[config.mk]
export PLATFORM = sky130hd
export DESIGN_NAME = i2c_master_byte_engine_flat
export DESIGN_NICKNAME = d
export VERILOG_FILES = /design/src/design/i2c_mbe_pkg.sv /design/src/design/i2c_mbe_if.sv /design/src/design/i2c_mbe_front.sv /design/src/design/i2c_mbe_queue.sv /design/src/design/i2c_mbe_engine.sv /design/src/design/i2c_master_byte_engine.sv /design/src/flat_wrapper.sv
export SDC_FILE = /design/constraint.sdc
export NUM_CORES = 1
export LEC_CHECK = 0
export BUFFER_PORTS_ARGS = -buffer_cell sky130_fd_sc_hd__buf_2
export CORE_MARGIN = 2
export CORE_UTILIZATION = 45
export DETAILED_ROUTE_END_ITERATION = 12
export PLACE_DENSITY = 0.73
export SLEW_MARGIN = 20
export SYNTH_ARGS = -nofsm -noshare
export SYNTH_HDL_FRONTEND = slang
export SYNTH_SLANG_ARGS = --single-unit
[constraint.sdc]
create_clock -name clk -period 8 [get_ports clk]
set_clock_uncertainty 0.2 [all_clocks]
set_input_delay 0 -clock clk [delete_from_list [all_inputs] [get_ports clk]]
set_output_delay 0 -clock clk [all_outputs]
set_load 0.1 [all_outputs]
[src/design/i2c_mbe_pkg.sv]
// Shared types and constants of the I2C master byte engine.
`timescale 1ns / 1ps

package i2c_mbe_pkg;

    // Command codes carried in the opcode field
    typedef enum logic [2:0] {
        OP_START     = 3'd0,
        OP_STOP      = 3'd1,
        OP_WRITE     = 3'd2,
        OP_READ_ACK  = 3'd3,
        OP_READ_NACK = 3'd4
    } opcode_t;

    // Configuration register indexes
    localparam int CFG_IDX_W  = 4;
    localparam int CFG_DATA_W = 16;
    localparam logic [CFG_IDX_W-1:0] CFG_PHASE_TICKS = 4'd0;
    localparam logic [CFG_IDX_W-1:0] CFG_ACK_TIMEOUT = 4'd1;

    // Reset values of the configuration registers
    localparam logic [7:0]  PHASE_TICKS_RST = 8'd2;
    localparam logic [15:0] ACK_TIMEOUT_RST = 16'd200;

    // Sequence step codes; meaning of the numbered steps depends on the command
    localparam int STEP_W = 4;
    localparam logic [STEP_W-1:0] STEP_IDLE        = 4'd0;
    localparam logic [STEP_W-1:0] STEP_FIRST       = 4'd1;
    localparam logic [STEP_W-1:0] STEP_READ_SCL_LO = 4'd2;
    localparam logic [STEP_W-1:0] STEP_BIT_SCL_HI  = 4'd3;
    localparam logic [STEP_W-1:0] STEP_AFTER_BITS  = 4'd4;
    localparam logic [STEP_W-1:0] STEP_ACK_RELEASE = 4'd6;
    localparam logic [STEP_W-1:0] STEP_ACK_WAIT    = 4'd7;
    localparam logic [STEP_W-1:0] STEP_ACK_SCL_LO  = 4'd8;
    localparam logic [STEP_W-1:0] STEP_ABORT_FIRST = 4'd9;
    localparam logic [STEP_W-1:0] STEP_ABORT_LAST  = 4'd12;
    localparam logic [STEP_W-1:0] STEP_COND_LAST   = 4'd4;
    localparam logic [STEP_W-1:0] STEP_READ_LAST   = 4'd7;

    localparam logic [2:0] LAST_BIT = 3'd7;

    // Line selector of one bus phase
    localparam logic LINE_SCL = 1'b0;
    localparam logic LINE_SDA = 1'b1;

    // One tick request after classification
    typedef struct packed {
        logic       start;   // idle engine would take a command on this tick
        opcode_t    op;
        logic [7:0] tx;
        logic       sda;
    } tick_t;

    // Pin action of the current phase
    typedef struct packed {
        logic line;
        logic val;
        logic timed;         // low during the acknowledge wait
    } phase_t;

endpackage

[src/design/i2c_mbe_if.sv]
// Channel interfaces of the I2C master byte engine: tick requests, results, configuration.
`timescale 1ns / 1ps

interface i2c_mbe_cmd_if;
    logic       valid;
    logic       ready;
    logic       cmd_valid;
    logic [2:0] opcode;
    logic [7:0] tx_byte;
    logic       sda_in;

    modport source (output valid, cmd_valid, opcode, tx_byte, sda_in, input ready);
    modport sink   (input valid, cmd_valid, opcode, tx_byte, sda_in, output ready);
endinterface

interface i2c_mbe_res_if;
    logic       valid;
    logic       ready;
    logic       scl_out;
    logic       sda_out;
    logic       busy_res;
    logic       cmd_done;
    logic [7:0] rx_byte;
    logic       ack_missing;

    modport source (output valid, scl_out, sda_out, busy_res, cmd_done, rx_byte, ack_missing,
                    input ready);
    modport sink   (input valid, scl_out, sda_out, busy_res, cmd_done, rx_byte, ack_missing,
                    output ready);
endinterface

interface i2c_mbe_cfg_if;
    logic                             valid;
    logic                             ready;
    logic [i2c_mbe_pkg::CFG_IDX_W-1:0]  index;
    logic [i2c_mbe_pkg::CFG_DATA_W-1:0] data;

    modport source (output valid, index, data, input ready);
    modport sink   (input valid, index, data, output ready);
endinterface

[src/design/i2c_mbe_front.sv]
// Front stage: accept tick requests, classify the command, hand them to the queue.
`timescale 1ns / 1ps

module i2c_mbe_front (
    input  logic               clk,
    input  logic               rst_n,
    i2c_mbe_cmd_if.sink        cmd,
    output logic               push_valid,
    output i2c_mbe_pkg::tick_t push_data,
    input  logic               push_ready
);

    logic               valid_reg;
    i2c_mbe_pkg::tick_t tick_reg;
    i2c_mbe_pkg::tick_t tick_next;
    logic               push;
    logic               accept;

    assign push       = valid_reg && push_ready;
    assign cmd.ready  = !valid_reg || push_ready;
    assign accept     = cmd.valid && cmd.ready;
    assign push_valid = valid_reg;
    assign push_data  = tick_reg;

    // Classify: only a valid known opcode may start a command
    always_comb
    begin
        tick_next.start = cmd.cmd_valid && (cmd.opcode <= 3'(i2c_mbe_pkg::OP_READ_NACK));
        tick_next.op    = i2c_mbe_pkg::opcode_t'(cmd.opcode);
        tick_next.tx    = cmd.tx_byte;
        tick_next.sda   = cmd.sda_in;
    end

    // Hold one request until the queue takes it
    always_ff @(posedge clk or negedge rst_n)
    begin
        if (!rst_n)
        begin
            valid_reg <= 1'b0;
        end
        else if (accept)
        begin
            valid_reg <= 1'b1;
        end
        else if (push)
        begin
            valid_reg <= 1'b0;
        end
    end

    always_ff @(posedge clk)
    begin
        if (accept)
        begin
            tick_reg <= tick_next;
        end
    end

endmodule

[src/design/i2c_mbe_queue.sv]
// Short request queue between the front stage and the bus engine.
`timescale 1ns / 1ps

module i2c_mbe_queue #(
    parameter int DEPTH = 2
) (
    input  logic               clk,
    input  logic               rst_n,
    input  logic               push_valid,
    input  i2c_mbe_pkg::tick_t push_data,
    output logic               push_ready,
    output logic               pop_valid,
    output i2c_mbe_pkg::tick_t pop_data,
    input  logic               pop_ready
);

    localparam int PTR_W = (DEPTH > 1) ? $clog2(DEPTH) : 1;
    localparam int CNT_W = $clog2(DEPTH + 1);
    localparam logic [PTR_W-1:0] PTR_LAST = PTR_W'(DEPTH - 1);
    localparam logic [CNT_W-1:0] CNT_FULL = CNT_W'(DEPTH);

    i2c_mbe_pkg::tick_t slot_reg [DEPTH];
    logic [PTR_W-1:0]   wr_ptr_reg;
    logic [PTR_W-1:0]   rd_ptr_reg;
    logic [CNT_W-1:0]   count_reg;
    logic               push;
    logic               pop;

    assign push_ready = (count_reg != CNT_FULL);
    assign pop_valid  = (count_reg != '0);
    assign pop_data   = slot_reg[rd_ptr_reg];
    assign push       = push_valid && push_ready;
    assign pop        = pop_valid && pop_ready;

    // Advance pointers and fill level
    always_ff @(posedge clk or negedge rst_n)
    begin
        if (!rst_n)
        begin
            wr_ptr_reg <= '0;
            rd_ptr_reg <= '0;
            count_reg  <= '0;
        end
        else
        begin
            if (push)
            begin
                wr_ptr_reg <= (wr_ptr_reg == PTR_LAST) ? '0 : wr_ptr_reg + 1'b1;
            end
            if (pop)
            begin
                rd_ptr_reg <= (rd_ptr_reg == PTR_LAST) ? '0 : rd_ptr_reg + 1'b1;
            end
            if (push && !pop)
            begin
                count_reg <= count_reg + 1'b1;
            end
            else if (pop && !push)
            begin
                count_reg <= count_reg - 1'b1;
            end
        end
    end

    // Store the request
    always_ff @(posedge clk)
    begin
        if (push)
        begin
            slot_reg[wr_ptr_reg] <= push_data;
        end
    end

endmodule

[src/design/i2c_mbe_engine.sv]
// Back end: bus phase sequencer, configuration registers and result register.
`timescale 1ns / 1ps

module i2c_mbe_engine (
    input  logic               clk,
    input  logic               rst_n,
    input  logic               pop_valid,
    input  i2c_mbe_pkg::tick_t pop_data,
    output logic               pop_ready,
    i2c_mbe_cfg_if.sink        cfg,
    i2c_mbe_res_if.source      res
);

    // Configuration
    logic [7:0]  phase_ticks_reg;
    logic [15:0] ack_timeout_reg;

    // Sequencer state
    i2c_mbe_pkg::opcode_t          cmd_reg, cmd_next;
    logic [i2c_mbe_pkg::STEP_W-1:0] step_reg, step_next;
    logic [7:0]  phase_cnt_reg, phase_cnt_next;
    logic [2:0]  bit_cnt_reg, bit_cnt_next;
    logic [7:0]  shift_reg, shift_next;
    logic [15:0] timeout_cnt_reg, timeout_cnt_next;
    logic        scl_reg, scl_next;
    logic        sda_reg, sda_next;
    logic        ack_flag_reg, ack_flag_next;
    logic [7:0]  rx_latch_reg, rx_latch_next;

    // Result register
    logic        out_valid_reg;
    logic        done_reg, done_next;

    logic                 pop;
    logic                 run;
    logic                 phase_end;
    logic [7:0]           limit;
    logic [i2c_mbe_pkg::STEP_W-1:0] cur_step;
    i2c_mbe_pkg::phase_t  act;

    // Pin action of one step of one command
    function automatic i2c_mbe_pkg::phase_t phase_action(
        input i2c_mbe_pkg::opcode_t          op,
        input logic [i2c_mbe_pkg::STEP_W-1:0] s,
        input logic                          msb
    );
        i2c_mbe_pkg::phase_t a;
        a.line  = i2c_mbe_pkg::LINE_SCL;
        a.val   = 1'b0;
        a.timed = 1'b1;
        unique case (op)
            i2c_mbe_pkg::OP_START:
            begin
                unique case (s)
                    4'd1:    begin a.line = i2c_mbe_pkg::LINE_SDA; a.val = 1'b1; end
                    4'd2:    begin a.line = i2c_mbe_pkg::LINE_SCL; a.val = 1'b1; end
                    4'd3:    begin a.line = i2c_mbe_pkg::LINE_SDA; a.val = 1'b0; end
                    4'd4:    begin a.line = i2c_mbe_pkg::LINE_SCL; a.val = 1'b0; end
                    default: ;
                endcase
            end
            i2c_mbe_pkg::OP_STOP:
            begin
                unique case (s)
                    4'd1:    begin a.line = i2c_mbe_pkg::LINE_SCL; a.val = 1'b0; end
                    4'd2:    begin a.line = i2c_mbe_pkg::LINE_SDA; a.val = 1'b0; end
                    4'd3:    begin a.line = i2c_mbe_pkg::LINE_SCL; a.val = 1'b1; end
                    4'd4:    begin a.line = i2c_mbe_pkg::LINE_SDA; a.val = 1'b1; end
                    default: ;
                endcase
            end
            i2c_mbe_pkg::OP_WRITE:
            begin
                unique case (s)
                    4'd1:    begin a.line = i2c_mbe_pkg::LINE_SCL; a.val = 1'b0; end
                    4'd2:    begin a.line = i2c_mbe_pkg::LINE_SDA; a.val = msb;  end
                    4'd3:    begin a.line = i2c_mbe_pkg::LINE_SCL; a.val = 1'b1; end
                    4'd4:    begin a.line = i2c_mbe_pkg::LINE_SCL; a.val = 1'b0; end
                    4'd5:    begin a.line = i2c_mbe_pkg::LINE_SDA; a.val = 1'b1; end
                    4'd6:    begin a.line = i2c_mbe_pkg::LINE_SCL; a.val = 1'b1; end
                    4'd7:
                    begin
                        a.line  = i2c_mbe_pkg::LINE_SCL;
                        a.val   = 1'b1;
                        a.timed = 1'b0;
                    end
                    4'd8:    begin a.line = i2c_mbe_pkg::LINE_SCL; a.val = 1'b0; end
                    4'd9:    begin a.line = i2c_mbe_pkg::LINE_SCL; a.val = 1'b0; end
                    4'd10:   begin a.line = i2c_mbe_pkg::LINE_SDA; a.val = 1'b0; end
                    4'd11:   begin a.line = i2c_mbe_pkg::LINE_SCL; a.val = 1'b1; end
                    4'd12:   begin a.line = i2c_mbe_pkg::LINE_SDA; a.val = 1'b1; end
                    default: ;
                endcase
            end
            default:
            begin
                // Read with ack or nack
                unique case (s)
                    4'd1:    begin a.line = i2c_mbe_pkg::LINE_SDA; a.val = 1'b1; end
                    4'd3:    begin a.line = i2c_mbe_pkg::LINE_SCL; a.val = 1'b1; end
                    4'd5:
                    begin
                        a.line = i2c_mbe_pkg::LINE_SDA;
                        a.val  = (op == i2c_mbe_pkg::OP_READ_NACK);
                    end
                    4'd6:    begin a.line = i2c_mbe_pkg::LINE_SCL; a.val = 1'b1; end
                    default: begin a.line = i2c_mbe_pkg::LINE_SCL; a.val = 1'b0; end
                endcase
            end
        endcase
        return a;
    endfunction

    assign pop_ready = !out_valid_reg || res.ready;
    assign pop       = pop_valid && pop_ready;
    assign cfg.ready = 1'b1;
    assign limit     = (phase_ticks_reg == 8'd0) ? 8'd1 : phase_ticks_reg;

    // Run one tick of the sequencer
    always_comb
    begin
        cmd_next         = cmd_reg;
        step_next        = step_reg;
        phase_cnt_next   = phase_cnt_reg;
        bit_cnt_next     = bit_cnt_reg;
        shift_next       = shift_reg;
        timeout_cnt_next = timeout_cnt_reg;
        scl_next         = scl_reg;
        sda_next         = sda_reg;
        ack_flag_next    = ack_flag_reg;
        rx_latch_next    = rx_latch_reg;
        done_next        = 1'b0;
        run              = 1'b0;
        act              = '0;
        phase_end        = 1'b0;
        cur_step         = step_reg;

        if (pop)
        begin
            // Take a new command when idle
            if (step_reg == i2c_mbe_pkg::STEP_IDLE)
            begin
                if (pop_data.start)
                begin
                    cmd_next         = pop_data.op;
                    step_next        = i2c_mbe_pkg::STEP_FIRST;
                    phase_cnt_next   = '0;
                    bit_cnt_next     = '0;
                    timeout_cnt_next = '0;
                    if (pop_data.op == i2c_mbe_pkg::OP_WRITE)
                    begin
                        shift_next    = pop_data.tx;
                        ack_flag_next = 1'b0;
                    end
                    else
                    begin
                        shift_next = '0;
                    end
                    run = 1'b1;
                end
            end
            else
            begin
                run = 1'b1;
            end
        end

        if (run)
        begin
            cur_step = step_next;
            act = phase_action(cmd_next, cur_step, shift_next[7]);
            if (act.line == i2c_mbe_pkg::LINE_SCL)
            begin
                scl_next = act.val;
            end
            else
            begin
                sda_next = act.val;
            end

            if (!act.timed)
            begin
                // Acknowledge wait
                if (!pop_data.sda)
                begin
                    step_next      = i2c_mbe_pkg::STEP_ACK_SCL_LO;
                    phase_cnt_next = '0;
                end
                else if (timeout_cnt_next >= ack_timeout_reg)
                begin
                    ack_flag_next  = 1'b1;
                    step_next      = i2c_mbe_pkg::STEP_ABORT_FIRST;
                    phase_cnt_next = '0;
                end
                else
                begin
                    timeout_cnt_next = timeout_cnt_next + 16'd1;
                end
            end
            else if ({1'b0, phase_cnt_next} + 9'd1 < {1'b0, limit})
            begin
                phase_cnt_next = phase_cnt_next + 8'd1;
            end
            else
            begin
                phase_cnt_next = '0;
                phase_end      = 1'b1;
            end

            // Advance to the next phase
            if (phase_end)
            begin
                priority case (cmd_next)
                    i2c_mbe_pkg::OP_START, i2c_mbe_pkg::OP_STOP:
                    begin
                        if (cur_step >= i2c_mbe_pkg::STEP_COND_LAST)
                        begin
                            done_next = 1'b1;
                        end
                        else
                        begin
                            step_next = cur_step + 1'b1;
                        end
                    end
                    i2c_mbe_pkg::OP_WRITE:
                    begin
                        if (cur_step == i2c_mbe_pkg::STEP_BIT_SCL_HI)
                        begin
                            shift_next = {shift_next[6:0], 1'b0};
                            if (bit_cnt_next != i2c_mbe_pkg::LAST_BIT)
                            begin
                                bit_cnt_next = bit_cnt_next + 3'd1;
                                step_next    = i2c_mbe_pkg::STEP_FIRST;
                            end
                            else
                            begin
                                step_next = i2c_mbe_pkg::STEP_AFTER_BITS;
                            end
                        end
                        else
                        begin
                            if (cur_step == i2c_mbe_pkg::STEP_ACK_RELEASE)
                            begin
                                timeout_cnt_next = '0;
                            end
                            if (cur_step == i2c_mbe_pkg::STEP_ACK_SCL_LO
                                || cur_step >= i2c_mbe_pkg::STEP_ABORT_LAST)
                            begin
                                done_next = 1'b1;
                            end
                            else
                            begin
                                step_next = cur_step + 1'b1;
                            end
                        end
                    end
                    default:
                    begin
                        if (cur_step == i2c_mbe_pkg::STEP_BIT_SCL_HI)
                        begin
                            shift_next = {shift_next[6:0], pop_data.sda};
                            if (bit_cnt_next != i2c_mbe_pkg::LAST_BIT)
                            begin
                                bit_cnt_next = bit_cnt_next + 3'd1;
                                step_next    = i2c_mbe_pkg::STEP_READ_SCL_LO;
                            end
                            else
                            begin
                                step_next = i2c_mbe_pkg::STEP_AFTER_BITS;
                            end
                        end
                        else if (cur_step >= i2c_mbe_pkg::STEP_READ_LAST)
                        begin
                            rx_latch_next = shift_next;
                            done_next     = 1'b1;
                        end
                        else
                        begin
                            step_next = cur_step + 1'b1;
                        end
                    end
                endcase
            end

            // Return to idle on completion
            if (done_next)
            begin
                step_next      = i2c_mbe_pkg::STEP_IDLE;
                phase_cnt_next = '0;
            end
        end
    end

    // Write configuration registers
    always_ff @(posedge clk or negedge rst_n)
    begin
        if (!rst_n)
        begin
            phase_ticks_reg <= i2c_mbe_pkg::PHASE_TICKS_RST;
            ack_timeout_reg <= i2c_mbe_pkg::ACK_TIMEOUT_RST;
        end
        else if (cfg.valid)
        begin
            if (cfg.index == i2c_mbe_pkg::CFG_PHASE_TICKS)
            begin
                phase_ticks_reg <= cfg.data[7:0];
            end
            else if (cfg.index == i2c_mbe_pkg::CFG_ACK_TIMEOUT)
            begin
                ack_timeout_reg <= cfg.data;
            end
        end
    end

    // Update sequencer state and result register
    always_ff @(posedge clk or negedge rst_n)
    begin
        if (!rst_n)
        begin
            cmd_reg         <= i2c_mbe_pkg::OP_START;
            step_reg        <= i2c_mbe_pkg::STEP_IDLE;
            phase_cnt_reg   <= '0;
            bit_cnt_reg     <= '0;
            shift_reg       <= '0;
            timeout_cnt_reg <= '0;
            scl_reg         <= 1'b1;
            sda_reg         <= 1'b1;
            ack_flag_reg    <= 1'b0;
            rx_latch_reg    <= '0;
            out_valid_reg   <= 1'b0;
            done_reg        <= 1'b0;
        end
        else
        begin
            if (pop)
            begin
                cmd_reg         <= cmd_next;
                step_reg        <= step_next;
                phase_cnt_reg   <= phase_cnt_next;
                bit_cnt_reg     <= bit_cnt_next;
                shift_reg       <= shift_next;
                timeout_cnt_reg <= timeout_cnt_next;
                scl_reg         <= scl_next;
                sda_reg         <= sda_next;
                ack_flag_reg    <= ack_flag_next;
                rx_latch_reg    <= rx_latch_next;
                done_reg        <= done_next;
                out_valid_reg   <= 1'b1;
            end
            else if (res.ready)
            begin
                out_valid_reg <= 1'b0;
            end
        end
    end

    assign res.valid       = out_valid_reg;
    assign res.scl_out     = scl_reg;
    assign res.sda_out     = sda_reg;
    assign res.busy_res    = (step_reg != i2c_mbe_pkg::STEP_IDLE);
    assign res.cmd_done    = done_reg;
    assign res.rx_byte     = rx_latch_reg;
    assign res.ack_missing = ack_flag_reg;

endmodule

[src/design/i2c_master_byte_engine.sv]
// Path: an accepted tick request passes the front register, a queue slot
//   and the engine result register before its result shows.
// Throughput: one tick request in and out per cycle while res.ready is high.
// Reset: rst_n is asynchronous, active low; lines released high, engine idle,
//   phase_ticks 2, ack_timeout 200, queue empty.
`timescale 1ns / 1ps

module i2c_master_byte_engine #(
    parameter int QUEUE_DEPTH = 2
) (
    input  logic          clk,
    input  logic          rst_n,
    i2c_mbe_cmd_if.sink   cmd,
    i2c_mbe_cfg_if.sink   cfg,
    i2c_mbe_res_if.source res
);

    logic               push_valid;
    logic               push_ready;
    i2c_mbe_pkg::tick_t push_data;
    logic               pop_valid;
    logic               pop_ready;
    i2c_mbe_pkg::tick_t pop_data;

    // Accept and classify tick requests
    i2c_mbe_front u_front (
        .clk        (clk),
        .rst_n      (rst_n),
        .cmd        (cmd),
        .push_valid (push_valid),
        .push_data  (push_data),
        .push_ready (push_ready)
    );

    // Decouple front and back
    i2c_mbe_queue #(
        .DEPTH (QUEUE_DEPTH)
    ) u_queue (
        .clk        (clk),
        .rst_n      (rst_n),
        .push_valid (push_valid),
        .push_data  (push_data),
        .push_ready (push_ready),
        .pop_valid  (pop_valid),
        .pop_data   (pop_data),
        .pop_ready  (pop_ready)
    );

    // Drive the bus phases
    i2c_mbe_engine u_engine (
        .clk       (clk),
        .rst_n     (rst_n),
        .pop_valid (pop_valid),
        .pop_data  (pop_data),
        .pop_ready (pop_ready),
        .cfg       (cfg),
        .res       (res)
    );

endmodule

[src/flat_wrapper.sv]
// flat-port wrapper written by rule: the top's interface ports become plain ports
module i2c_master_byte_engine_flat 
#(
    parameter int QUEUE_DEPTH = 2
)
  (clk, rst_n, cmd_valid, cmd_cmd_valid, cmd_opcode, cmd_tx_byte, cmd_sda_in, cmd_ready, cfg_valid, cfg_index, cfg_data, cfg_ready, res_valid, res_scl_out, res_sda_out, res_busy_res, res_cmd_done, res_rx_byte, res_ack_missing, res_ready);
  i2c_mbe_cmd_if cmd_i ();
  i2c_mbe_cfg_if cfg_i ();
  i2c_mbe_res_if res_i ();
  input  logic clk;
  input  logic rst_n;
  input wire logic [$bits(cmd_i.valid)-1:0] cmd_valid;
  input wire logic [$bits(cmd_i.cmd_valid)-1:0] cmd_cmd_valid;
  input wire logic [$bits(cmd_i.opcode)-1:0] cmd_opcode;
  input wire logic [$bits(cmd_i.tx_byte)-1:0] cmd_tx_byte;
  input wire logic [$bits(cmd_i.sda_in)-1:0] cmd_sda_in;
  output wire logic [$bits(cmd_i.ready)-1:0] cmd_ready;
  input wire logic [$bits(cfg_i.valid)-1:0] cfg_valid;
  input wire logic [$bits(cfg_i.index)-1:0] cfg_index;
  input wire logic [$bits(cfg_i.data)-1:0] cfg_data;
  output wire logic [$bits(cfg_i.ready)-1:0] cfg_ready;
  output wire logic [$bits(res_i.valid)-1:0] res_valid;
  output wire logic [$bits(res_i.scl_out)-1:0] res_scl_out;
  output wire logic [$bits(res_i.sda_out)-1:0] res_sda_out;
  output wire logic [$bits(res_i.busy_res)-1:0] res_busy_res;
  output wire logic [$bits(res_i.cmd_done)-1:0] res_cmd_done;
  output wire logic [$bits(res_i.rx_byte)-1:0] res_rx_byte;
  output wire logic [$bits(res_i.ack_missing)-1:0] res_ack_missing;
  input wire logic [$bits(res_i.ready)-1:0] res_ready;
  assign cmd_i.valid = cmd_valid;
  assign cmd_i.cmd_valid = cmd_cmd_valid;
  assign cmd_i.opcode = cmd_opcode;
  assign cmd_i.tx_byte = cmd_tx_byte;
  assign cmd_i.sda_in = cmd_sda_in;
  assign cmd_ready = cmd_i.ready;
  assign cfg_i.valid = cfg_valid;
  assign cfg_i.index = cfg_index;
  assign cfg_i.data = cfg_data;
  assign cfg_ready = cfg_i.ready;
  assign res_valid = res_i.valid;
  assign res_scl_out = res_i.scl_out;
  assign res_sda_out = res_i.sda_out;
  assign res_busy_res = res_i.busy_res;
  assign res_cmd_done = res_i.cmd_done;
  assign res_rx_byte = res_i.rx_byte;
  assign res_ack_missing = res_i.ack_missing;
  assign res_i.ready = res_ready;
  i2c_master_byte_engine #(.QUEUE_DEPTH(QUEUE_DEPTH)) u_core (.clk(clk), .rst_n(rst_n), .cmd(cmd_i), .cfg(cfg_i), .res(res_i));
endmodule
Yosys cells after proc, flatten, opt, wreduce, memory -nomap -nowiden
Memories as Yosys holds them, arrays and structs flattened.
Cells that the tools add are included.
{"block": "totals", "reg_bits": 97, "ramBits": 26, "in_bits": 38, "out_inout_bits": 16, "elab_cells": 191, "n_memories": 1}
{"block": "classes", "addsub": 9, "n_lt_le_gt_ge": 6, "eq_ne": 18, "n_mux": 99, "n_bitwise": 4, "reduce_logical": 32}
{"memory": "u_core.u_queue.slot_reg", "words": 2, "word_bits": 13, "read_ports": 1, "rd_ports_with_merged_regs": 0, "wr": 1, "line": "i2c_mbe_queue.sv:22", "rtl": "i2c_mbe_pkg::tick_t slot_reg [DEPTH];"}
{"op": "two-way mux 16 bit", "n": 11}
{"op": "two-way mux 8 bit", "n": 18}
{"op": "two-way mux 4 bit", "n": 14}
{"op": "two-way mux 3 bit", "n": 13}
{"op": "two-way mux 1 bit", "n": 32}
{"op": "case mux 2 bit (3 select lines)", "n": 4}
{"op": "adder 16 x 1 -> 16 bit (second input constant)", "n": 1}
{"op": "== test 4 x 3 -> 1 bit (second input constant)", "n": 4}
{"op": "== test 4 bit (second input constant)", "n": 4}
{"op": "greater-or-equal comparator 16 bit", "n": 1}
{"op": "case mux 8 bit (2 select lines)", "n": 1}
{"op": "adder 8 x 1 -> 9 bit (second input constant)", "n": 1}
{"op": "less-than comparator 9 x 8 -> 1 bit", "n": 1}
{"op": "AND reduction 3 bit", "n": 3}
{"op": "adder 8 x 1 -> 8 bit (second input constant)", "n": 1}
{"op": "== test 4 x 1 -> 1 bit (second input constant)", "n": 2}
{"op": "== test 4 x 2 -> 1 bit (second input constant)", "n": 2}
{"op": "greater-or-equal comparator 4 x 3 -> 1 bit (second input constant)", "n": 2}
{"op": "zero test 4 bit", "n": 2}
{"op": "zero test 8 bit", "n": 1}
{"op": "case mux 2 bit (4 select lines)", "n": 1}
{"op": "case mux 4 bit (2 select lines)", "n": 1}
{"op": "nonzero test 2 bit", "n": 4}
{"op": "== test 3 x 2 -> 1 bit (second input constant)", "n": 2}
{"op": "24 further kinds", "n": 42}

Longest topological paths before layout
Gate-level depths: netlist of run 1.
{"block": "depth", "depth_word": 15, "depth_mapped": 23, "mapped_depth_nobuf": 16}

Hierarchy
Synthesis of run 1 repeated with hierarchy kept, for this count alone.
{"block": "hier_totals", "hier_cells": 679, "area_unflattened_um2": 6831.6}
{"mod": "i2c_mbe_engine", "n_inst": 1, "cells_per_inst": 602, "area_each_um2": 5231.3, "seq_area_each_um2": 1984.4}
{"mod": "i2c_mbe_queue", "n_inst": 1, "cells_per_inst": 58, "area_each_um2": 1144.8, "seq_area_each_um2": 880.8}
{"mod": "i2c_mbe_front", "n_inst": 1, "cells_per_inst": 19, "area_each_um2": 455.4, "seq_area_each_um2": 415.4}

Worst setup path before layout of run 1
Ideal clock, no wire load.
{"block": "synth_path", "path_type": "reg2reg", "start": "register u_core.u_engine.step_reg[0] in the netlist's numbering", "end": "register u_core.u_engine.timeout_cnt_reg[14]", "setup_ns": 0.069, "arrival_ns": 5.490, "required_time_ns": 7.731, "slack_ns": 2.241, "stages_incl_launch_ff": 23, "path_buffers": 6, "synth_period_minus_slack_ns": 5.759, "path_cell_list": "dfrtp_1 or4_1 buf_2 or4_4 buf_6 clkbuf_1 buf_1 clkbuf_1 and2_1 ha_1 and3_1 and3_1 xnor2_1 nor2_1 ha_1 a2111oi_0 o21ai_0 a211oi_1 o21ai_1 buf_2 a21oi_1 or4b_1 nand3_1"}
{"block": "synth_via", "elab_chain_cells": 13, "word_cells_on_any_way": 34, "cone_classes": "2 x add/sub; 2 x order compare; 4 x eq/ne; 25 x mux; 1 x reduce/logical"}
{"element": "start, declared", "line": "i2c_mbe_engine.sv:20", "rtl": "logic [i2c_mbe_pkg::STEP_W-1:0] step_reg, step_next;"}
{"element": "start signal, assigned", "line": "i2c_mbe_engine.sv:321", "rtl": "step_reg <= i2c_mbe_pkg::STEP_IDLE;"}
{"element": "start signal, assigned", "line": "i2c_mbe_engine.sv:338", "rtl": "step_reg <= step_next;"}
{"element": "branches (longest 12 deep; another with adder 8 x 1 -> 9 bit)"}
{"element": "two-way mux 16 bit (*)", "line": "i2c_mbe_engine.sv:168", "rtl": "if (run)"}
{"element": "end signal, assigned", "line": "i2c_mbe_engine.sv:342", "rtl": "timeout_cnt_reg <= timeout_cnt_next;"}
{"element": "end, declared", "line": "i2c_mbe_engine.sv:24", "rtl": "logic [15:0] timeout_cnt_reg, timeout_cnt_next;"}
Every way passes the cells marked *. The select of a mux whose other input is x is not followed.
A chain may end at the register's enable or synchronous reset.

Worst setup path in the final report of run 1
{"block": "layout_path", "start": "register u_core.u_engine.step_reg[0] in the netlist's numbering", "end": "register u_core.u_engine.timeout_cnt_reg[15]"}
The elaborated chain is that of the path after synthesis.

==> results.yml, run 1 <==
floorplan:
  io_pins: 54
  die_h_microns: 126
  die_x_microns: 126
  core_sq_um: 14600
  dieArea_sq_um: 16000
  start_util_pct: 46.2
  num_rows: 44
timing:
  worstMarginPinSlew_ns: 1.10
  drv_slew: 0
  setup_ws_ns: 1.84
  hold_viol_final: 0
  final.period_utilization_pct: 77.1
  setup_violations: 0
  timing.fmax_mhz: 162
  fin_tns_setup_ns: 0
  rsz0062_at_grt: "false"
  slew_headroom_pct: 26.4
  min_period_ns: 6.16
cts:
  ctsResizeCount: 0
  clk_latency_ns: 0.42
  cts-root-buf: "clkbuf_16"
  cts_tree: "built"
  clock_sinks: 123
  cts_buffers: 17
  clk_pin_slew_ns: 0.06
  cts_buffer_depth: 2
  htree_levels: 4
final_layout:
  final_core_util_pct: 55.7
  num-nets-final: 805
  syn_to_final_growth_pct: 20.5
  diodes: 0
  largest_register_ffs: 26
  postLayoutCellArea_sq_um: 8130
  drive_gt1_share_pct: 17.1
global_routing:
  grt_max_degree: 66
  antenna_found_initial: 0
  grt_pass1_wl_microns: 27200
  grt_pass1_vias: 5689
  track_usage_pct: 21.0
  grt-ovfl-total: 0
place:
  placed_area_sq_um: 7120
  finalWeightedCongestion: 0.869
  io_buffer_count: 52
  dp_slack_ns: 1.64
  hpwl_microns: 10600
critical_path:
  worstSetupStartpointType: "flip-flop"
  timing.rr.end: "u_core.u_engine.timeout_cnt_reg[15]$_DFFE_PN0N_"
  rr_startpoint: "u_core.u_engine.step_reg[0]$_DFFE_PN0N_"
  cp-end-kind: "flip-flop"
  regToRegSetupSlack_ns: 1.84
  ff2ff_path_depth: 17
  cp.required_ns: 8.14
  worstPathArrival_ns: 6.31
  path_class: "flip-flop to flip-flop"
  cp_max_fo: 57
route:
  route.detailed.drc: 0
  vias_per_cell: 5.84
  wl_microns: 16200
  drt-initial-drc-count: 467
  avgRoutedWirePerCell_microns: 17.2
  vias: 5473
  ant_nets: 0
  dr.pass1.iters: 5
synth:
  synthTopCellsByArea: "dfrtp_1 29%, edfxtp_1 17%, ha_1 5.0%, mux2_2 3.8%, mux2i_1 3.7%"
  synth_top_area_cell: "dfrtp_1"
  yosys.area.top_type_share_pct: 28.9
  ys_warn_count: 0
  synthArstFlopShare_pct: 68.3
  synth_edf_count: 39
  syn_inst: 656
  yosys.cell_types.count: 69
  ys_ff_latch: 123
  syn_nets: 721
  netlist_area_sq_um: 6750
  syn_area_per_cell_sq_um: 10.3
  seq_area_frac_synth_pct: 48.6
  synthFlopType: "dfrtp_1"
pwr:
  power.leakage_nw: 3.46
  total_power_w: 0.00259
  powerDensity_nw_per_um2: 318
  ir_drop_mv: 0.260
hold_path:
  holdCritPathClass: "primary input to flip-flop"
  min-delay-start: "cmd_tx_byte[6]"
  worstHoldPathCells: 2
  min_to: "u_core.u_front.push_data[7]$_DFFE_PP_"
status:
  status: "complete, no violations"
run:
  max_cap_viol_count: 0
-- synth_stat cells (5+ instances only) --
cell type and n:
o31ai_1 8, buf_2 5, clkbuf_1 21, xnor2_1 9, xor2_1 5, nor3_1 17
mux2i_1 25, nor2_1 34, o21ai_0 35, ha_1 27, or4_1 6, dfstp_2 6
a31oi_1 9, nand4_1 17, and3_1 15, inv_1 30, a21oi_1 39, mux2_2 23
a22o_1 5, dfrtp_1 78, and4_1 6, nand2_1 57, nand3_1 21, o211ai_1 5
a211oi_1 7, and2_1 26, buf_1 5, nand2b_1 13, edfxtp_1 39
-- placed cells by master, fill, tap and decap left out, drive strengths merged, types with 5 or more instances in the layout --
master,n
nor2,34
o31ai,8
or4,7
a22o,5
nor3,18
and3,15
dfrtp,78
clkinv,7
o21ai,37
a31oi,9
nand4,18
clkbuf,21
a211oi,7
and4,6
nand2,57
mux2,23
nand3,21
buf,56
xor2,5
inv,32
xnor2,9
dfstp,6
ha,27
edfxtp,39
and2,27
dlygate4sd3,44
o211ai,5
a21oi,39
nand2b,13
mux2i,27
-- logic make-up after synthesis --
kind of cell,count (synthesis),share of synthesized area (%)
simple gates,232,18.4
buf+inv,65,4.04
fa+ha+maj,27,5.01
mux,50,8.22
other cells,1,0.0556
compound gates,144,13.8
flops,123,48.6
xor+xnor,14,1.82
-- critical path, cell delays in order, from the launching register on --
cell,delay (ns)
dfrtp_1,0.60
or4_1,0.72
or4_4,0.87
and2_1,0.28
ha_1,0.26
and3_1,0.25
and3_1,0.23
xnor2_1,0.14
nor2_1,0.06
ha_1,0.31
a2111oi_0,0.39
o21ai_0,0.15
a211oi_1,0.31
o21ai_1,0.11
buf_4,0.19
a21oi_2,0.61
o21ai_0,0.19
a31oi_1,0.19
-- power breakdown --
part	switching (W)	internal [W]	total (W)	leakage, nW
logic	0.000593	0.000340	0.000933	1.74
registers	0.000113	0.000815	0.000928	1.45
clock network	0.000293	0.000435	0.000728	0.274
-- worst max-delay path by stage --
stage                                                       start                                              end  cells after the start
final                     u_core.u_engine.step_reg[0]$_DFFE_PN0N_  u_core.u_engine.timeout_cnt_reg[15]$_DFFE_PN0N_                     17
after global routing        u_core.u_queue.rd_ptr_reg$_DFFE_PN0N_  u_core.u_engine.timeout_cnt_reg[12]$_DFFE_PN0N_                     17
after CTS                   u_core.u_queue.rd_ptr_reg$_DFFE_PN0N_  u_core.u_engine.timeout_cnt_reg[15]$_DFFE_PN0N_                     17
after detailed placement    u_core.u_queue.rd_ptr_reg$_DFFE_PN0N_  u_core.u_engine.timeout_cnt_reg[15]$_DFFE_PN0N_                     17
after global placement    u_core.u_engine.step_reg[1]$_DFFE_PN0N_  u_core.u_engine.timeout_cnt_reg[15]$_DFFE_PN0N_                     17
after floorplan           u_core.u_engine.step_reg[0]$_DFFE_PN0N_  u_core.u_engine.timeout_cnt_reg[14]$_DFFE_PN0N_                     22
-- per-stage QoR --
stage               hold WS (ns)  instances
floorplan                 -0.496        656
CTS                       0.0671        937
global route              0.0781        937
global placement          -0.302        861
detailed placement        -0.297        861
finish                    0.0866        937
-- layout make-up --
type / instances / area, sq um
flip-flops and latches: 123 / 3280
multi-input cells: 468 / 3210
clock buffers: 21 / 483
repair buffers: 100 / 733
clock inverters: 11 / 86.3
fillers: 1217 / 6460
well taps: 184 / 230
inverters: 30 / 113
-- per-layer routing --
| metal | GRT usage (%) | up-vias | share of wire, % |
|---|---|---|---|
| met3 | 5.78 | 28 | 5.1 |
| met4 | 6.66 | 0 | 1.7 |
| met1 | 25.2 | 2659 | 43 |
| met2 | 36.7 | 186 | 50 |
| li1 | - | 2600 | - |
| met5 | 0 | - | 0 |
-- what timing repair did --
action	CTS	global route
hold endpoints to repair	119	0
hold buffers	44	0
setup endpoints to repair	0	0
setup buffers	0	0
Note: power is estimated with default switching activity, not from simulation.
==> run 2: changes to the inputs <==
- clock period: 8 -> 6.3 ns (I/O delays scaled with it)
==> run 2 against run 1 <==
Die area is the same. Clock power grew 28%. Final area grew 1.3%. Non-clock buffer count grew 11. Maximum frequency grew 2.9%. Critical path type unchanged. Highest routed layer unchanged.
==> results.yml, run 2 (same netlist as run 1, synthesis figures left out) <==
cts:
  htree_levels: 4
  cts_buffers: 17
  ctsResizeCount: 0
  clock_sinks: 123
  clk_pin_slew_ns: 0.06
  cts-root-buf: "clkbuf_16"
  cts_buffer_depth: 2
  cts_setup_buffers: 0
  clk_latency_ns: 0.43
  cts_tree: "built"
final_layout:
  fin_cells: 949
  syn_to_final_growth_pct: 22.1
  num-nets-final: 816
  final_common_cell: "dfrtp_1"
  largest_register_ffs: 26
  drive_gt1_share_pct: 17.7
  final_core_util_pct: 56.5
  layout_common_cells: "78 x dfrtp_1, 57 x nand2_1, 51 x buf_2"
route:
  vias_per_cell: 5.78
  wl_microns: 16200
  vias: 5488
  drt-initial-drc-count: 435
  ant_nets: 0
  dr.pass1.iters: 5
  avgRoutedWirePerCell_microns: 17.0
  route.detailed.drc: 0
timing:
  rsz0062_at_grt: "false"
  hold_viol_final: 0
  timing.fmax_mhz: 167
  setup_violations: 0
  fin_tns_setup_ns: 0
  setup_ws_ns: 0.308
  worstMarginPinSlew_ns: 1.06
  min_period_ns: 5.99
  slew_headroom_pct: 29.1
  drv_slew: 0
  final.period_utilization_pct: 95.1
place:
  io_buffer_count: 52
  finalWeightedCongestion: 0.865
  place_inst: 867
  hpwl_microns: 10300
  dp_slack_ns: 0.534
pwr:
  p_int_w: 0.00203
  pwr-share-seq_pct: 34.7
  combPwrFrac_pct: 37.2
  pwr-share-clk_pct: 28.1
  ir_drop_mv: 0.315
  powerDensity_nw_per_um2: 403
  swShare_pct: 38.8
  p_switching_w: 0.00129
  power.leakage_nw: 3.51
global_routing:
  grt_max_degree: 68
  grt_pass1_wl_microns: 26800
  grt-ovfl-total: 0
  antenna_found_initial: 0
  track_usage_pct: 20.9
  grt_pass1_vias: 5495
critical_path:
  path_class: "flip-flop to flip-flop"
  cp_max_fo: 21
  cp-end-kind: "flip-flop"
  crit_path_end: "u_core.u_engine.timeout_cnt_reg[9]$_DFFE_PN0N_"
  timing.rr.end: "u_core.u_engine.timeout_cnt_reg[9]$_DFFE_PN0N_"
  cp-startpoint: "u_core.u_engine.step_reg[1]$_DFFE_PN0N_"
  cp.required_ns: 6.46
  worstPathArrival_ns: 6.15
  rr_startpoint: "u_core.u_engine.step_reg[1]$_DFFE_PN0N_"
  regToRegSetupSlack_ns: 0.31
  worstSetupStartpointType: "flip-flop"
  ff2ff_path_depth: 16
floorplan:
  die_h_microns: 126
  io_pins: 54
  start_util_pct: 46.2
  die_x_microns: 126
  dieArea_sq_um: 16000
  core_sq_um: 14600
  num_rows: 44
hold_path:
  holdCritPathClass: "primary input to flip-flop"
run:
  max_cap_viol_count: 0
status:
  status: "complete, no violations"
run 2: worst min-delay path by stage:
| stage | slack, ns | to | startpoint | cells after the start |
|---|---|---|---|---|
| after global routing | 0.06 | u_core.u_front.push_data[5]$_DFFE_PP_ | cmd_tx_byte[4] | 2 |
| after global placement | -0.31 | u_core.u_engine.phase_cnt_reg[4]$_DFFE_PN0N_ | rst_n | 1 |
| final | 0.08 | u_core.u_front.push_data[4]$_DFFE_PP_ | cmd_tx_byte[3] | 2 |
| after CTS | 0.06 | u_core.u_front.push_data[2]$_DFFE_PP_ | cmd_tx_byte[1] | 2 |
| after detailed placement | -0.30 | u_core.u_engine.phase_cnt_reg[7]$_DFFE_PN0N_ | rst_n | 1 |
| after floorplan | -0.50 | u_core.u_engine.ack_timeout_reg[0]$_DFFE_PN0P_ | rst_n | 0 |
run 2: cell type report:
cell class	instances	area (sq um)
fill	1200	6350
sequential	123	3280
multi-input combinational	468	3220
timing repair buffer	111	828
clock buffer	17	425
tap	184	230
clock inverter	15	140
inverter	30	113
antenna	1	2.50
run 2: stage by stage:
stage,cell area [sq um],total power (W),hold slack (ns)
after floorplan,6750,0.00204,-0.496
after global placement,7170,0.00230,-0.308
after detailed placement,7170,0.00234,-0.300
after CTS,8220,0.00331,0.0591
after global routing,8240,0.00351,0.0622
final,8240,0.00332,0.0808
run 2: worst max-delay path: stages, from the launching register on:
cell,delay [ns]
dfrtp_1,0.60
or4_1,0.70
o41ai_1,0.74
inv_1,0.10
ha_1,0.27
and3_1,0.25
and3_1,0.23
xnor2_1,0.15
nor2_1,0.06
ha_1,0.35
a2111oi_0,0.49
o21ai_0,0.17
a211oi_1,0.30
o21ai_1,0.37
and2_1,0.35
or4_1,0.49
nand3_1,0.11
run 2: power groups by stage:
stage               Clock (W)  Combinational [W]  Sequential, W
floorplan                   0           0.000872        0.00117
global placement            0            0.00115        0.00115
detailed placement          0            0.00118        0.00116
CTS                  0.000946            0.00122        0.00115
global route         0.000986            0.00136        0.00117
finish               0.000933            0.00123        0.00115
run 2: layer usage:
metal / share of wire (%) / routed length [microns] / global-route usage, % / vias up
li1: - / - / - / 2620
met3: 4.9 / 788 / 5.44 / 29
met4: 1.7 / 270 / 7.30 / 0
met2: 50 / 8080 / 35.2 / 178
met5: 0 / 0 / 0 / -
met1: 43 / 7010 / 26.2 / 2661
run 2: timing repair:
item	4_1_cts	5_1_grt
hold buffers	49	0
endpoints found under the setup margin	0	0
hold endpoints to repair	119	0
==> run 3: changes to the inputs <==
- CORE_UTILIZATION: 45 -> 49
- CTS_CLUSTER_SIZE: default -> 8
- PLACE_DENSITY: 0.73 -> 0.77
==> run 3 against run 2 <==
Sequential share of layout area up 0.29 points. Hold slack better by 0.0070 ns. Sequential cell count unchanged. Highest routed layer unchanged. Largest power group unchanged. Final area down 0.73%. Register-to-register slack better by 0.30 ns. Global-route usage up 2.2 points. Power up 1.8%. Final cell count down 2.0%. Routed wire length down 0.48%. First-iteration DRC count up 13%. Critical path type unchanged. Sequential power about the same. Via count down 0.86%.
==> results.yml, run 3 (same netlist as run 1, synthesis figures left out) <==
cts:
  cts_setup_buffers: 0
  cts_buffer_depth: 2
  cts_hold_buf: 40
  cts-root-buf: "clkbuf_16"
  htree_levels: 4
  clk_latency_ns: 0.43
  ctsResizeCount: 0
  clk_pin_slew_ns: 0.06
  clock_sinks: 123
  cts_tree: "built"
  cts_buffers: 17
global_routing:
  antenna_found_initial: 0
  grt_pass1_vias: 5595
  grt_pass1_wl_microns: 26600
  track_usage_pct: 23.2
  grt_max_degree: 57
  grt-ovfl-total: 0
final_layout:
  postLayoutCellArea_sq_um: 8180
  drive_gt1_share_pct: 18.0
  syn_to_final_growth_pct: 21.3
  num-nets-final: 806
  diodes: 0
  nFillCells: 1046
  final_core_util_pct: 61.3
  largest_register_ffs: 26
  final_common_cell: "dfrtp_1"
  layout_common_cells: "78 x dfrtp_1, 57 x nand2_1, 51 x buf_2"
floorplan:
  io_pins: 54
  die_x_microns: 121
  start_util_pct: 50.5
  num_rows: 42
  core_sq_um: 13300
  dieArea_sq_um: 14700
  die_h_microns: 121
hold_path:
  holdCritPathClass: "primary input to flip-flop"
timing:
  rsz0062_at_grt: "false"
  setup_violations: 0
  slew_headroom_pct: 28.6
  timing.fmax_mhz: 176
  drv_slew: 0
  final.period_utilization_pct: 90.3
  hold_viol_final: 0
  worstMarginPinSlew_ns: 1.07
  min_period_ns: 5.69
  fin_tns_setup_ns: 0
critical_path:
  cp-end-kind: "flip-flop"
  path_cells: "buf_4 > or4_1 > o41ai_1 > inv_1 > ha_1 > and3_1 > and3_1 > xnor2_1 > nor2_1 > ha_1 > a2111oi_0 > o21ai_0 > a211oi_1 > o21ai_1 > nand4_1 > mux2_2"
  crit_path_end: "u_core.u_engine.res.rx_byte[7]$_DFFE_PN0P_"
  timing.rr.end: "u_core.u_engine.res.rx_byte[7]$_DFFE_PN0P_"
  crit_family: "compound AO/OA/AOI/OAI gates"
  cp.required_ns: 6.41
  critPathSlowestCell: "o41ai_1"
  cp-startpoint: "u_core.u_engine.step_reg[0]$_DFFE_PN0N_"
  rr_startpoint: "u_core.u_engine.step_reg[0]$_DFFE_PN0N_"
  path_depth: 16
  critPathBufInv: 2
  cp_max_fo: 20
  worstSetupStartpointType: "flip-flop"
  ff2ff_path_depth: 16
  worstPathArrival_ns: 5.80
  regToRegSetupSlack_ns: 0.61
  path_class: "flip-flop to flip-flop"
  crit_path_max_incr_delay_ns: 0.69
route:
  met3_wirelength_microns: 803
  route.detailed.drc: 0
  dr.pass1.iters: 7
  ant_nets: 0
  vias_per_cell: 5.85
  drt-met1-wl_microns: 6660
  vias: 5441
  drt-initial-drc-count: 491
  wl_microns: 16100
  top_layer: "met4"
  routed-wl-met2_microns: 8250
  avgRoutedWirePerCell_microns: 17.3
status:
  status: "complete, no violations"
pwr:
  powerDensity_nw_per_um2: 413
  power.leakage_nw: 3.49
  ir_drop_mv: 0.374
place:
  hpwl_microns: 10500
  placed_area_sq_um: 7160
  io_buffer_count: 52
  finalWeightedCongestion: 0.861
run:
  max_cap_viol_count: 0
run 3: cell types whose count changed in the layout (fill, tap and decap cells not counted), sizes merged:
cell / before / now
clkinvlp: 1 / 5
dlygate4sd3: 49 / 39
clkbuf: 17 / 21
diode: 1 / 0
clkinv: 8 / 2
bufinv: 1 / 2
inv: 35 / 32
run 3: worst min-delay path by stage:
stage	from	end	slack (ns)	cells past startpoint
2_1_floorplan	rst_n	u_core.u_engine.ack_timeout_reg[0]$_DFFE_PN0P_	-0.50	0
3_3_place_gp	rst_n	u_core.u_engine.ack_timeout_reg[4]$_DFFE_PN0P_	-0.19	1
3_5_place_dp	rst_n	u_core.u_engine.ack_timeout_reg[4]$_DFFE_PN0P_	-0.18	1
4_1_cts	cmd_sda_in	u_core.u_front.push_data[0]$_DFFE_PP_	0.07	2
5_1_grt	cmd_tx_byte[3]	u_core.u_front.push_data[4]$_DFFE_PP_	0.09	2
6_report	cmd_tx_byte[5]	u_core.u_front.push_data[6]$_DFFE_PP_	0.09	2
run 3: through the flow:
step	hold WS [ns]	power (W)	instances	worst slack, ns
2_1_floorplan	-0.496	0.00204	656	0.541
3_3_place_gp	-0.194	0.00229	858	0.934
3_5_place_dp	-0.180	0.00234	858	0.755
4_1_cts	0.0669	0.00338	930	0.692
5_1_grt	0.0913	0.00356	930	0.304
6_report	0.0877	0.00338	930	0.609
run 3: worst register-to-register path, stage by stage, from the launching register on:
cell       delay (ns)
dfrtp_1          0.36
buf_4            0.20
or4_1            0.65
o41ai_1          0.69
inv_1            0.10
ha_1             0.26
and3_1           0.24
and3_1           0.23
xnor2_1          0.16
nor2_1           0.06
ha_1             0.33
a2111oi_0        0.33
o21ai_0          0.14
a211oi_1         0.32
o21ai_1          0.35
nand4_1          0.54
mux2_2           0.40
run 3: power by group:
part,switching (W),total [W],internal (W),leakage [nW]
Combinational,0.000795,0.00123,0.000436,1.76
Clock,0.000373,0.00100,0.000630,0.284
Sequential,0.000108,0.00114,0.00104,1.45
Total,0.00128,0.00338,0.00210,3.49
run 3: per-layer routing:
| layer | global-route usage [%] | vias to the layer above |
|---|---|---|
| met5 | 0 | - |
| met4 | 8.55 | 0 |
| li1 | - | 2605 |
| met1 | 27.0 | 2637 |
| met2 | 40.9 | 167 |
| met3 | 6.16 | 32 |
run 3: layout make-up:
type / instances / area (sq um) / share of cell area [%]
timing repair buffer: 101 / 741 / 9.05
sequential: 123 / 3280 / 40.1
clock inverter: 11 / 133 / 1.62
tap: 176 / 220 / 2.69
inverter: 30 / 113 / 1.38
multi-input combinational: 468 / 3210 / 39.3
clock buffer: 21 / 482 / 5.89
